===== config.mk =====
export PLATFORM = sky130hd
export DESIGN_NAME = unsigned_to_radix_digits
export DESIGN_NICKNAME = d
export VERILOG_FILES = /design/src/hdl/utrd_pkg.sv /design/src/hdl/utrd_ctrl.sv /design/src/hdl/utrd_dp.sv /design/src/hdl/unsigned_to_radix_digits.sv
export SDC_FILE = /design/constraint.sdc
export NUM_CORES = 2
export LEC_CHECK = 0
export BUFFER_PORTS_ARGS = -buffer_cell sky130_fd_sc_hd__buf_2
export CELL_PAD_IN_SITES_DETAIL_PLACEMENT = 0
export CELL_PAD_IN_SITES_GLOBAL_PLACEMENT = 1
export CORE_MARGIN = 4
export CORE_UTILIZATION = 50
export DETAILED_ROUTE_END_ITERATION = 7
export GPL_TIMING_DRIVEN = 0
export PLACE_DENSITY_LB_ADDON = 0.1
export SYNTH_ARGS = -nofsm -noshare
export SYNTH_HDL_FRONTEND = slang
export SYNTH_SLANG_ARGS = --single-unit
export TNS_END_PERCENT = 5

===== constraint.sdc =====
create_clock -name clk -period 11.5 [get_ports clk]
set_clock_uncertainty 0.05 [all_clocks]
set_input_delay 0 -clock clk [delete_from_list [all_inputs] [get_ports clk]]
set_output_delay 0 -clock clk [all_outputs]
set_load 0.02 [all_outputs]

===== src/hdl/utrd_pkg.sv =====
`timescale 1ns / 1ps
// ----------------------------------------------------------------------------
// utrd_pkg: shared types and constants for unsigned_to_radix_digits
// Holds the controller/datapath command and status structs, the alphabet
// rules and the register indexes of the configuration port.
// ----------------------------------------------------------------------------
package utrd_pkg;

  // value and alphabet geometry
  localparam int VALUE_W   = 64;
  localparam int CHAR_W    = 8;
  localparam int ALPHA_N   = 16;
  localparam int DIGIT_W   = 4;
  localparam int RADIX_W   = 5;
  localparam int CFG_IDX_W = 2;

  // alphabet rules
  localparam logic [RADIX_W-1:0] MIN_RADIX = 5'd2;
  localparam logic [RADIX_W-1:0] MAX_RADIX = 5'd16;
  localparam logic [CHAR_W-1:0]  CHAR_PLUS  = 8'h2B;
  localparam logic [CHAR_W-1:0]  CHAR_MINUS = 8'h2D;

  // divider: quotient bits retired per cycle, cycles per digit
  localparam int BITS_PER_STEP   = 4;
  localparam int STEPS_PER_DIGIT = VALUE_W / BITS_PER_STEP;
  localparam int STEP_CNT_W      = $clog2(STEPS_PER_DIGIT);

  // configuration register indexes
  localparam logic [CFG_IDX_W-1:0] REG_ALPHA_LOW  = 2'd0;
  localparam logic [CFG_IDX_W-1:0] REG_ALPHA_HIGH = 2'd1;
  localparam logic [CFG_IDX_W-1:0] REG_RADIX_LEN  = 2'd2;

  // reset contents: "0123456789ABCDEF", radix ten
  localparam logic [VALUE_W-1:0] ALPHA_LOW_RST  = 64'h3736353433323130;
  localparam logic [VALUE_W-1:0] ALPHA_HIGH_RST = 64'h4645444342413938;
  localparam logic [RADIX_W-1:0] RADIX_LEN_RST  = 5'd10;

  // controller to datapath
  typedef struct packed {
    logic load;     // take a new value, clear the digit count
    logic step;     // one divider step
    logic finish;   // last divider cycle of a digit: store the remainder
    logic emit;     // read one stored digit toward the output
    logic err;      // send the bad alphabet result
  } cmd_t;

  // datapath to controller
  typedef struct packed {
    logic alpha_ok;  // alphabet and radix pass the checks
    logic div_done;  // this digit is the last one to compute
    logic rd_zero;   // read pointer is at the least significant digit
  } sts_t;

endpackage


===== src/hdl/utrd_ctrl.sv =====
`timescale 1ns / 1ps
// ----------------------------------------------------------------------------
// utrd_ctrl: sequencer for unsigned_to_radix_digits
// Walks each item through the divide phase (all divider steps of each digit)
// and the emit phase (one stored digit per cycle), or flags a bad alphabet.
// ----------------------------------------------------------------------------
module utrd_ctrl (
  input  logic            clk,
  input  logic            rst,
  input  logic            start,
  output logic            busy,
  input  utrd_pkg::sts_t  sts,
  output utrd_pkg::cmd_t  cmd
);

  localparam logic [1:0] ST_IDLE   = 2'd0;
  localparam logic [1:0] ST_DIVIDE = 2'd1;
  localparam logic [1:0] ST_EMIT   = 2'd2;

  localparam logic [utrd_pkg::STEP_CNT_W-1:0] STEP_LAST =
    utrd_pkg::STEP_CNT_W'(utrd_pkg::STEPS_PER_DIGIT - 1);

  logic [1:0]                      state;
  logic [1:0]                      state_next;
  logic [utrd_pkg::STEP_CNT_W-1:0] step_cnt;
  logic [utrd_pkg::STEP_CNT_W-1:0] step_cnt_next;

  assign busy = (state != ST_IDLE);

  // next state and commands
  always_comb begin
    state_next    = state;
    step_cnt_next = step_cnt;
    cmd           = '0;
    unique case (state)
      ST_IDLE: begin
        if (start) begin
          if (sts.alpha_ok) begin
            cmd.load      = 1'b1;
            step_cnt_next = '0;
            state_next    = ST_DIVIDE;
          end else begin
            cmd.err = 1'b1;
          end
        end
      end
      ST_DIVIDE: begin
        cmd.step = 1'b1;
        if (step_cnt == STEP_LAST) begin
          cmd.finish    = 1'b1;
          step_cnt_next = '0;
          if (sts.div_done) begin
            state_next = ST_EMIT;
          end
        end else begin
          step_cnt_next = step_cnt + utrd_pkg::STEP_CNT_W'(1);
        end
      end
      ST_EMIT: begin
        cmd.emit = 1'b1;
        if (sts.rd_zero) begin
          state_next = ST_IDLE;
        end
      end
      default: begin
        state_next = ST_IDLE;
      end
    endcase
  end

  // state registers
  always_ff @(posedge clk) begin
    if (rst) begin
      state    <= ST_IDLE;
      step_cnt <= '0;
    end else begin
      state    <= state_next;
      step_cnt <= step_cnt_next;
    end
  end

endmodule


===== src/hdl/utrd_dp.sv =====
`timescale 1ns / 1ps
// ----------------------------------------------------------------------------
// utrd_dp: datapath for unsigned_to_radix_digits
// Configuration registers, alphabet checker, radix-r divider retiring four
// quotient bits a cycle, digit store and the registered output beat.
// ----------------------------------------------------------------------------
module utrd_dp #(
  parameter int MAX_DIGITS = 64
) (
  input  logic                                  clk,
  input  logic                                  rst,
  input  logic [utrd_pkg::VALUE_W-1:0]          value,
  input  logic                                  cfg_we,
  input  logic [utrd_pkg::CFG_IDX_W-1:0]        cfg_index,
  input  logic [utrd_pkg::VALUE_W-1:0]          cfg_data,
  input  utrd_pkg::cmd_t                        cmd,
  output utrd_pkg::sts_t                        sts,
  output logic                                  strobe,
  output logic [utrd_pkg::CHAR_W-1:0]           digit_char,
  output logic                                  last_digit,
  output logic                                  bad_alphabet
);

  localparam int AW = (MAX_DIGITS > 1) ? $clog2(MAX_DIGITS) : 1;
  localparam int CW = $clog2(MAX_DIGITS + 1);

  // configuration registers
  logic [utrd_pkg::VALUE_W-1:0] alpha_low;
  logic [utrd_pkg::VALUE_W-1:0] alpha_high;
  logic [utrd_pkg::RADIX_W-1:0] radix_len;

  always_ff @(posedge clk) begin
    if (rst) begin
      alpha_low  <= utrd_pkg::ALPHA_LOW_RST;
      alpha_high <= utrd_pkg::ALPHA_HIGH_RST;
      radix_len  <= utrd_pkg::RADIX_LEN_RST;
    end else if (cfg_we) begin
      unique case (cfg_index)
        utrd_pkg::REG_ALPHA_LOW:  alpha_low  <= cfg_data;
        utrd_pkg::REG_ALPHA_HIGH: alpha_high <= cfg_data;
        utrd_pkg::REG_RADIX_LEN:  radix_len  <= cfg_data[utrd_pkg::RADIX_W-1:0];
        default: ;
      endcase
    end
  end

  // alphabet as byte lanes
  logic [utrd_pkg::ALPHA_N-1:0][utrd_pkg::CHAR_W-1:0] alpha;
  assign alpha = {alpha_high, alpha_low};

  // alphabet check: length, forbidden bytes, duplicates among lanes in use
  logic [utrd_pkg::ALPHA_N-1:0] lane_bad;
  logic                         len_bad;
  logic                         dup_bad;

  always_comb begin
    for (int a = 0; a < utrd_pkg::ALPHA_N; a++) begin
      lane_bad[a] = (utrd_pkg::RADIX_W'(a) < radix_len) &&
                    ((alpha[a] == '0) ||
                     (alpha[a] == utrd_pkg::CHAR_PLUS) ||
                     (alpha[a] == utrd_pkg::CHAR_MINUS));
    end
  end

  always_comb begin
    dup_bad = 1'b0;
    for (int a = 0; a < utrd_pkg::ALPHA_N; a++) begin
      for (int b = a + 1; b < utrd_pkg::ALPHA_N; b++) begin
        if ((utrd_pkg::RADIX_W'(b) < radix_len) && (alpha[a] == alpha[b])) begin
          dup_bad = 1'b1;
        end
      end
    end
  end

  assign len_bad      = (radix_len < utrd_pkg::MIN_RADIX) ||
                        (radix_len > utrd_pkg::MAX_RADIX);
  assign sts.alpha_ok = !len_bad && !dup_bad && !(|lane_bad);

  // divider state
  logic [utrd_pkg::VALUE_W-1:0] quo;
  logic [utrd_pkg::DIGIT_W-1:0] rem;
  logic [CW-1:0]                ndig;
  logic [AW-1:0]                rd_ptr;

  // four restoring steps: remainder stays below the radix
  logic [utrd_pkg::VALUE_W-1:0] quo_step;
  logic [utrd_pkg::DIGIT_W-1:0] rem_step;
  logic [utrd_pkg::RADIX_W-1:0] trial;

  always_comb begin
    quo_step = quo;
    rem_step = rem;
    trial    = '0;
    for (int i = 0; i < utrd_pkg::BITS_PER_STEP; i++) begin
      trial    = {rem_step, quo_step[utrd_pkg::VALUE_W-1]};
      quo_step = {quo_step[utrd_pkg::VALUE_W-2:0], 1'b0};
      if (trial >= radix_len) begin
        rem_step    = utrd_pkg::DIGIT_W'(trial - radix_len);
        quo_step[0] = 1'b1;
      end else begin
        rem_step = trial[utrd_pkg::DIGIT_W-1:0];
      end
    end
  end

  logic [CW-1:0] ndig_inc;
  assign ndig_inc     = ndig + CW'(1);
  assign sts.div_done = (quo_step == '0) || (ndig_inc == CW'(MAX_DIGITS));
  assign sts.rd_zero  = (rd_ptr == '0);

  always_ff @(posedge clk) begin
    if (rst) begin
      quo    <= '0;
      rem    <= '0;
      ndig   <= '0;
      rd_ptr <= '0;
    end else if (cmd.load) begin
      quo  <= value;
      rem  <= '0;
      ndig <= '0;
    end else if (cmd.finish) begin
      quo  <= quo_step;
      rem  <= '0;
      ndig <= ndig_inc;
      if (sts.div_done) begin
        rd_ptr <= ndig[AW-1:0];
      end
    end else if (cmd.step) begin
      quo <= quo_step;
      rem <= rem_step;
    end else if (cmd.emit) begin
      rd_ptr <= rd_ptr - AW'(1);
    end
  end

  // digit store, least significant digit at entry zero
  logic [utrd_pkg::DIGIT_W-1:0] digit_mem [MAX_DIGITS];
  logic [utrd_pkg::DIGIT_W-1:0] rd_data;

  always_ff @(posedge clk) begin
    if (cmd.finish) begin
      digit_mem[ndig[AW-1:0]] <= rem_step;
    end
  end

  always_ff @(posedge clk) begin
    if (cmd.emit) begin
      rd_data <= digit_mem[rd_ptr];
    end
  end

  // output beat flags
  logic out_err;

  always_ff @(posedge clk) begin
    if (rst) begin
      strobe     <= 1'b0;
      out_err    <= 1'b0;
      last_digit <= 1'b0;
    end else begin
      strobe     <= cmd.emit || cmd.err;
      out_err    <= cmd.err;
      last_digit <= cmd.err || (cmd.emit && sts.rd_zero);
    end
  end

  // character lookup on the registered digit
  assign bad_alphabet = out_err;
  assign digit_char   = out_err ? '0 : alpha[rd_data];

endmodule


===== src/hdl/unsigned_to_radix_digits.sv =====
`timescale 1ns / 1ps
// ----------------------------------------------------------------------------
// unsigned_to_radix_digits: 64-bit unsigned value to radix digit characters
// Emits the digits most significant first, one beat per digit, using a
// configurable alphabet of up to sixteen bytes; a bad alphabet gives a
// single error beat.
// ----------------------------------------------------------------------------
//
//  channel   | handshake                | payload
//  ----------+--------------------------+----------------------------------
//  input     | start in, busy out       | value
//  result    | strobe out (no stall)    | digit_char, last_digit, bad_alphabet
//  config    | cfg_valid in, cfg_ready  | cfg_index, cfg_data
//
//  An item passes each digit through the divider (four quotient bits a
//  cycle over 64 bits), then reads the digit store one digit per cycle.
//  A bad alphabet gives its error beat in the cycle after start and busy stays low.
//  Reset restores the alphabet "0123456789ABCDEF" with radix ten.
//  Results are shown for one cycle each; the receiver cannot stall them.
//
module unsigned_to_radix_digits #(
  parameter int MAX_DIGITS = 64
) (
  input  logic                               clk,
  input  logic                               rst,
  input  logic                               start,
  output logic                               busy,
  input  logic [utrd_pkg::VALUE_W-1:0]       value,
  output logic                               strobe,
  output logic [utrd_pkg::CHAR_W-1:0]        digit_char,
  output logic                               last_digit,
  output logic                               bad_alphabet,
  input  logic                               cfg_valid,
  output logic                               cfg_ready,
  input  logic [utrd_pkg::CFG_IDX_W-1:0]     cfg_index,
  input  logic [utrd_pkg::VALUE_W-1:0]       cfg_data
);

  utrd_pkg::cmd_t cmd;
  utrd_pkg::sts_t sts;

  // registers take a write in any cycle
  assign cfg_ready = 1'b1;

  utrd_ctrl u_ctrl (
    .clk   (clk),
    .rst   (rst),
    .start (start),
    .busy  (busy),
    .sts   (sts),
    .cmd   (cmd)
  );

  utrd_dp #(
    .MAX_DIGITS (MAX_DIGITS)
  ) u_dp (
    .clk          (clk),
    .rst          (rst),
    .value        (value),
    .cfg_we       (cfg_valid && cfg_ready),
    .cfg_index    (cfg_index),
    .cfg_data     (cfg_data),
    .cmd          (cmd),
    .sts          (sts),
    .strobe       (strobe),
    .digit_char   (digit_char),
    .last_digit   (last_digit),
    .bad_alphabet (bad_alphabet)
  );

endmodule

# --- Yosys cells after proc, flatten, opt, wreduce, memory -nomap -nowiden ---
# Memory sizes are Yosys's and may differ from the RTL's. A register that Yosys moved wholly into a read port is not among the register bits.
# Index checks and enable logic that the tools add are counted.
totals:
  ff_bits: 223
  latchBits: 0
  mem_bits_rw: 256
  mem_bits_ro: 0
  inputBits: 134
  out_inout_bits: 13
  word_cells: 579
  n_memories: 1
op_classes:
  add_sub_neg: 7
  multipliers: 0
  div: 0
  magnitude_cmp: 23
  n_eq_ne: 165
  shift: 0
  n_mux: 159
  bitwise_logic: 1
  reduce_logical: 211
memory_table:
  columns: ["name", "depth", "width", "read_ports", "rd_ports_with_merged_regs", "wr", "line_no", "text"]
  rows:
  - ["u_dp.digit_mem", 64, 4, 1, 1, 1, "utrd_dp.sv:138", "logic [utrd_pkg::DIGIT_W-1:0] digit_mem [MAX_DIGITS];"]
ops:
  columns: ["operator", "n"]
  rows:
  - ["8-bit equality test", 120]
  - ["8-bit by 6-bit equality test with 1-bit output, second input constant", 32]
  - ["64-bit two-way mux", 3]
  - ["1-bit logical AND", 139]
  - ["1-bit two-way mux", 134]
  - ["8-bit zero test", 16]
  - ["64-bit zero test", 1]
  - ["4-bit by 5-bit less-than comparator with 1-bit output, first input constant", 8]
  - ["1-bit logical OR", 36]
  - ["8-bit binary-select mux with 4-bit select", 1]
  - ["4-bit two-way mux", 7]
  - ["6-bit two-way mux", 4]
  - ["5-bit >= comparator", 4]
  - ["3-bit by 5-bit less-than comparator with 1-bit output, first input constant", 4]
  - ["8-bit two-way mux", 2]
  - ["16-bit OR reduction", 1]
  - ["4-bit subtractor", 4]
  - ["2-bit two-way mux", 6]
  - ["1-bit by 5-bit less-than comparator with 1-bit output, first input constant", 2]
  - ["2-bit by 5-bit less-than comparator with 1-bit output, first input constant", 2]
  - ["2-bit inequality test, second input constant", 4]
  - ["4-bit case mux with 2 select lines", 1]
  - ["7-bit by 1-bit adder with 7-bit output, second input constant", 1]
  - ["7-bit equality test, second input constant", 1]
  - ["22 further kinds", 33]

# --- Logic depth before layout (Yosys ltp) ---
logic_depth:
  ltp_word: 130
  ltp_mapped: 34
  depth_no_buf: 32

# --- Cells and area by module ---
# Synthesis repeated with hierarchy kept, for this count alone.
unflattened:
  cells_unflattened: 3564
  hier_area_um2: 33742.4
modules_own_cells:
  columns: ["mod", "n_inst", "cells_per_inst", "area_per_inst_um2", "seq_area_each_um2"]
  rows:
  - ["utrd_dp", 1, 3525, 33397.0, 12151.7]
  - ["utrd_ctrl", 1, 37, 334.1, 120.1]
  - ["unsigned_to_radix_digits", 1, 2, 11.3, 0.0]

# --- Worst setup path before layout ---
# Ideal clock, no wire load.
synth_path:
  kind: "register to register"
  startpoint: "register u_dp.radix_len[1] in the netlist's numbering"
  endpoint: "memory u_dp.digit_mem[0][1] in the netlist's numbering (data pin)"
  setup_ps: 571
  t_arrival_ps: 7733
  t_required_ps: 10879
  setup_slack_ps: 3146
  stages_incl_launch_ff: 33
  period_less_slack_ps: 8354
  cell_sequence: "dfxtp_1 > buf_2 > inv_1 > ha_1 > nor2b_1 > o21ai_0 > a31oi_1 > o21ai_0 > nand2b_1 > clkbuf_1 > a21o_1 > inv_1 > ha_1 > a21o_1 > a21o_1 > a21o_1 > a21o_1 > a21boi_0 > ha_1 > a21o_1 > a21o_1 > a21oi_1 > o21ai_0 > mux2_2 > inv_1 > ha_1 > nor2b_1 > o21ai_0 > a31oi_1 > o21ai_0 > nand2b_1 > inv_1 > mux2i_1"
synth_between:
  elab_chain_len: 8
synth_rtl:
  columns: ["element", "line_no", "text"]
  rows:
  - ["from (decl)", "utrd_dp.sv:30", "logic [utrd_pkg::RADIX_W-1:0] radix_len;"]
  - ["from (signal assigned)", "utrd_dp.sv:36", "radix_len <= utrd_pkg::RADIX_LEN_RST;"]
  - ["from (signal assigned)", "utrd_dp.sv:41", "utrd_pkg::REG_RADIX_LEN: radix_len <= cfg_data[utrd_pkg::RADIX_W-1:0];"]
  - ["4-bit subtractor / 5-bit >= comparator (equally long branches)", "utrd_dp.sv:99, utrd_dp.sv:98", null]
  - ["4-bit two-way mux", "utrd_dp.sv:98", "if (trial >= radix_len) begin"]
  - ["4-bit subtractor / 5-bit >= comparator (equally long branches)", "utrd_dp.sv:99, utrd_dp.sv:98", null]
  - ["4-bit two-way mux", "utrd_dp.sv:98", null]
  - ["5-bit >= comparator / 4-bit subtractor (equally long branches)", "utrd_dp.sv:98, utrd_dp.sv:99", null]
  - ["4-bit two-way mux", "utrd_dp.sv:98", null]
  - ["4-bit subtractor / 5-bit >= comparator (equally long branches)", "utrd_dp.sv:99, utrd_dp.sv:98", null]
  - ["4-bit two-way mux (*)", "utrd_dp.sv:98", null]
  - ["via u_dp.rem_step (one bit)", "utrd_dp.sv:88", "logic [utrd_pkg::DIGIT_W-1:0] rem_step;"]
  - ["to (decl)", "utrd_dp.sv:138", null]
# The timed path passes the listed nets; every way through them passes the cells marked *.

# --- Worst setup path after layout ---
layout_path:
  startpoint: "register u_dp.radix_len[1] in the netlist's numbering"
  endpoint: "register u_dp.rd_ptr[1]"
layout_between:
  elab_chain_len: 130
layout_rtl:
  columns: ["element", "line_no", "text"]
  rows:
  - ["1-bit by 5-bit less-than comparator with 1-bit output", "utrd_dp.sv:58, utrd_dp.sv:69", null]
  - ["1-bit logical AND", "utrd_dp.sv:69", "if ((utrd_pkg::RADIX_W'(b) < radix_len) && (alpha[a] == alpha[b])) begin"]
  - ["1-bit two-way mux (120 in series)", "utrd_dp.sv:69", null]
  - ["1-bit zero test", "utrd_dp.sv:78", "assign sts.alpha_ok = !len_bad && !dup_bad && !(|lane_bad);"]
  - ["1-bit logical AND (2 in series)", "utrd_dp.sv:78", null]
  - ["1-bit two-way mux", "utrd_ctrl.sv:38", "if (sts.alpha_ok) begin"]
  - ["1-bit two-way mux", "utrd_ctrl.sv:37", "if (start) begin"]
  - ["1-bit two-way mux", "utrd_ctrl.sv:35", "unique case (state)"]
  - ["1-bit NOT (no source line)", null, null]
  - ["4-bit AND reduction (no source line) (*)", null, null]
  - ["to (signal assigned)", "utrd_dp.sv:127", "rd_ptr <= ndig[AW-1:0];"]
  - ["to (signal assigned)", "utrd_dp.sv:133", "rd_ptr <= rd_ptr - AW'(1);"]
  - ["to (decl)", "utrd_dp.sv:84", "logic [AW-1:0] rd_ptr;"]
# Every way passes the cells marked *; elsewhere a longest branch is shown, timed or not.
# A chain may end at the register's enable or synchronous reset.

==> impl_metrics.json <==
{
  "status": "complete, but fails checks",
  "failed_checks": "capacitance limit, slew limit",
  "worstSetupEndpointType": "flop",
  "synth_cell_type_count": 75,
  "cpMostUsedCell": "a21o_1",
  "crit_path_top_delay_cell": "o41ai_1",
  "maxCapViolations": 1,
  "setup_tns_ns": 0,
  "clkTransAtPathRegs_ns": 0.06,
  "area_growth_syn_to_layout_pct": 14.8,
  "wl_per_cell_um": 34.9,
  "rsz0062_at_grt": "false",
  "wl_met2_um": 73200,
  "powerDensity_nw_per_um2": 244,
  "post-route-period-util": 0.818,
  "htree_num_levels": 2,
  "cts_hold_buf": 132,
  "cts_buffer_depth": 3,
  "syn_inst": 3524,
  "drv_slew": 1,
  "dieArea_um2": 72600,
  "p_leak_nw": 13.9,
  "fin_nets": 4021,
  "synth-seq-area-share": 0.359,
  "totalWireLength_um": 167000,
  "syn_area_um2": 34200,
  "drive_gt1_frac": 0.171,
  "finalHoldViolCount": 0,
  "grt-ovfl-total": 0,
  "yosys_warnings": 0,
  "io_buffer_count": 144,
  "wl_met3_um": 19100,
  "fmax_ghz": 0.106,
  "ir_worst_vdd_mv": 1.33,
  "critPathRequiredTime_ns": 12.00,
  "tightest_slew_ns": 1.50,
  "die_w_um": 269,
  "p_int_mw": 5.81,
  "drc_errors": 0,
  "core_um2": 67400,
  "crit_buf_inv": 5,
  "ant_nets": 0,
  "vias": 32400,
  "die_h_um": 269,
  "insertion_delay_ns": 0.66,
  "cts_tree": "yes",
  "synthArstFlopShare": 0,
  "initial_core_util": 0.507,
  "via_per_inst": 6.77,
  "antenna_found_initial": 10,
  "critical-path-top-delay-family": "compound AO/OA/AOI/OAI gates",
  "synth-seq-cells": 483,
  "post-cts-setup-buffer-count": 0,
  "p_sw_frac": 0.393,
  "top_layer": "met5",
  "dp_hpwl_um": 114000,
  "synth_fp_nets": 3686,
  "place.gp.congestion": 1.05,
  "switchingPower_mw": 3.76,
  "dr.first_iter.drc_count": 4934,
  "grt_pass1_wl_um": 232000,
  "synth_area_per_cell_um2": 9.70,
  "drtPass1Iterations": 8,
  "setup_slack_ns": 2.09,
  "slew_headroom": -0.0249,
  "crit_fanout": 10,
  "cts_resized": 0,
  "clockRootBuffer": "clkbuf_16",
  "rows": 95,
  "grt_max_degree": 65,
  "synth-main-ff-cell": "edfxtp_1",
  "startpoint_type": "flop",
  "fin_crit_ns": 9.41,
  "numCtsBuffers": 52,
  "met1_length_um": 57900,
  "arrival_ns": 9.91,
  "seqPwrFrac": 0.386,
  "cts_sinks": 483,
  "synth-edff-count": 260,
  "ios": 147,
  "slowest_delay_ns": 1.13,
  "hold_class": "in -> reg",
  "finalSetupViolCount": 0,
  "grt_usage": 0.441,
  "hold_ws_ns": 0.0510,
  "fillers": 5758,
  "path_class": "reg -> reg",
  "grt_pass1_vias": 31300,
  "power_frac_clock": 0.178,
  "p_comb_frac": 0.436,
  "pre_cts_slack_ns": 2.52
}
-- power by group through the flow --
| stage | Sequential (mW) | Clock, mW | Combinational [mW] |
|---|---|---|---|
| after CTS | 3.69 | 1.71 | 4.08 |
| after detailed placement | 3.73 | 0 | 4.00 |
| after global routing | 3.68 | 1.78 | 4.41 |
| final | 3.69 | 1.71 | 4.18 |
| after floorplan | 3.53 | 0 | 1.99 |
| after global placement | 2.86 | 0 | 2.03 |
-- through the flow --
step | instances | power, mW | utilization | instance area (um^2)
3_5_place_dp | 4546 | 7.72 | 0.536 | 36100
2_1_floorplan | 3524 | 5.52 | - | 34200
6_report | 4781 | 9.57 | 0.582 | 39200
3_3_place_gp | 4541 | 4.88 | 0.534 | 36000
4_1_cts | 4775 | 9.48 | 0.582 | 39200
5_1_grt | 4777 | 9.87 | 0.582 | 39200
-- worst paths after layout --
check | startpoint | end | slack (ns) | cells after the start
min | start | u_dp.bad_alphabet$_SDFF_PP0_ | 0.05 | 5
min reg2reg | u_dp.rem[3]$_SDFFE_PP0P_ | u_dp.rem[3]$_SDFFE_PP0P_ | 0.44 | 2
max reg2reg | u_dp.radix_len[1]$_SDFFE_PP1P_ | u_dp.rd_ptr[1]$_SDFFE_PP0P_ | 2.09 | 34
max | u_dp.radix_len[1]$_SDFFE_PP1P_ | u_dp.rd_ptr[1]$_SDFFE_PP0P_ | 2.09 | 34
-- cell usage in the layout (no fill, tap or decap), drive strengths merged, types with 13 or more instances in the layout --
cell,n
a211oi,65
a21oi,126
a311oi,61
a31oi,28
buf,461
clkbuf,171
clkinv,21
dfxtp,223
dlygate4sd3,132
edfxtp,260
ha,24
inv,32
mux2i,15
mux4,114
nand2,310
nand2b,14
nand3,135
nand4,136
nor2,117
nor2b,14
nor3,54
nor4,136
o21ai,88
o22ai,13
or4,14
xnor2,512
xor2,467
-- registers in the layout, indices dropped and copies added, names as in the netlist --
| name | count |
|---|---|
| u_dp.digit_mem | 256 |
| u_dp.alpha_high | 64 |
| u_dp.alpha_low | 64 |
| u_dp.quo | 64 |
| u_dp.ndig | 7 |
| u_dp.rd_ptr | 6 |
| u_dp.radix_len | 5 |
| u_ctrl.step_cnt | 4 |
| u_dp.rd_data | 4 |
| u_dp.rem | 4 |
| u_ctrl.state | 2 |
| u_dp.bad_alphabet | 1 |
| u_dp.last_digit | 1 |
| u_dp.strobe | 1 |
-- metal layers --
layer / vias up / track usage
li1: 13200 / -
met4: 8 / 0.349
met2: 2682 / 0.680
met1: 15600 / 0.531
met3: 830 / 0.104
met5: - / 0
-- worst reg2reg max path: cells and delay by family (launching register included) --
family / cells / cell delay, ns
compound gates: 20 / 5.56
fa+ha+maj: 4 / 1.16
buf+inv: 5 / 1.02
flops: 1 / 0.58
mux: 1 / 0.38
simple gates: 4 / 0.58
-- cells by family (layout without fill, tap and decap cells) --
logic type      after synthesis  in the layout  synth area share
simple gates                974            974             0.142
fa+ha+maj                    28             28            0.0111
buf+inv                     447            825            0.0614
mux                         136            136            0.0818
flops                       483            483             0.359
compound gates              476            476            0.0930
xor+xnor                    979            979             0.251
other cells                   1              7          0.000110
-- layout make-up --
type                       instances  area, um^2  share of cell area
inverter                          31         116             0.00297
tap                              873        1090              0.0279
buffer                           416        1980              0.0506
clock inverter                    30         323             0.00823
sequential                       483       12300               0.313
antenna                            6        15.0            0.000383
clock buffer                      67        1400              0.0356
timing repair buffer             281        2170              0.0554
multi-input combinational       2594       19800               0.506
-- Yosys cell counts, types with 12 or more instances --
master	n	share of area
a211oi_1	65	0.014
a21oi_1	124	0.018
a22oi_1	12	0.0026
a311oi_1	61	0.016
a31oi_1	26	0.0048
buf_1	21	0.0023
buf_2	280	0.041
clkbuf_1	104	0.011
dfxtp_1	223	0.13
edfxtp_1	260	0.23
ha_1	24	0.0088
inv_1	30	0.0033
mux2i_1	15	0.0044
mux4_2	114	0.075
nand2_1	310	0.034
nand2b_1	14	0.0026
nand3_1	135	0.020
nand4_1	136	0.025
nor2_1	117	0.013
nor2b_1	14	0.0026
nor3_1	52	0.0076
nor4_1	135	0.025
o21ai_0	82	0.012
o22ai_1	13	0.0024
or4_1	14	0.0031
xnor2_1	512	0.13
xor2_1	467	0.12
Power figures use the tool's default switching activity.
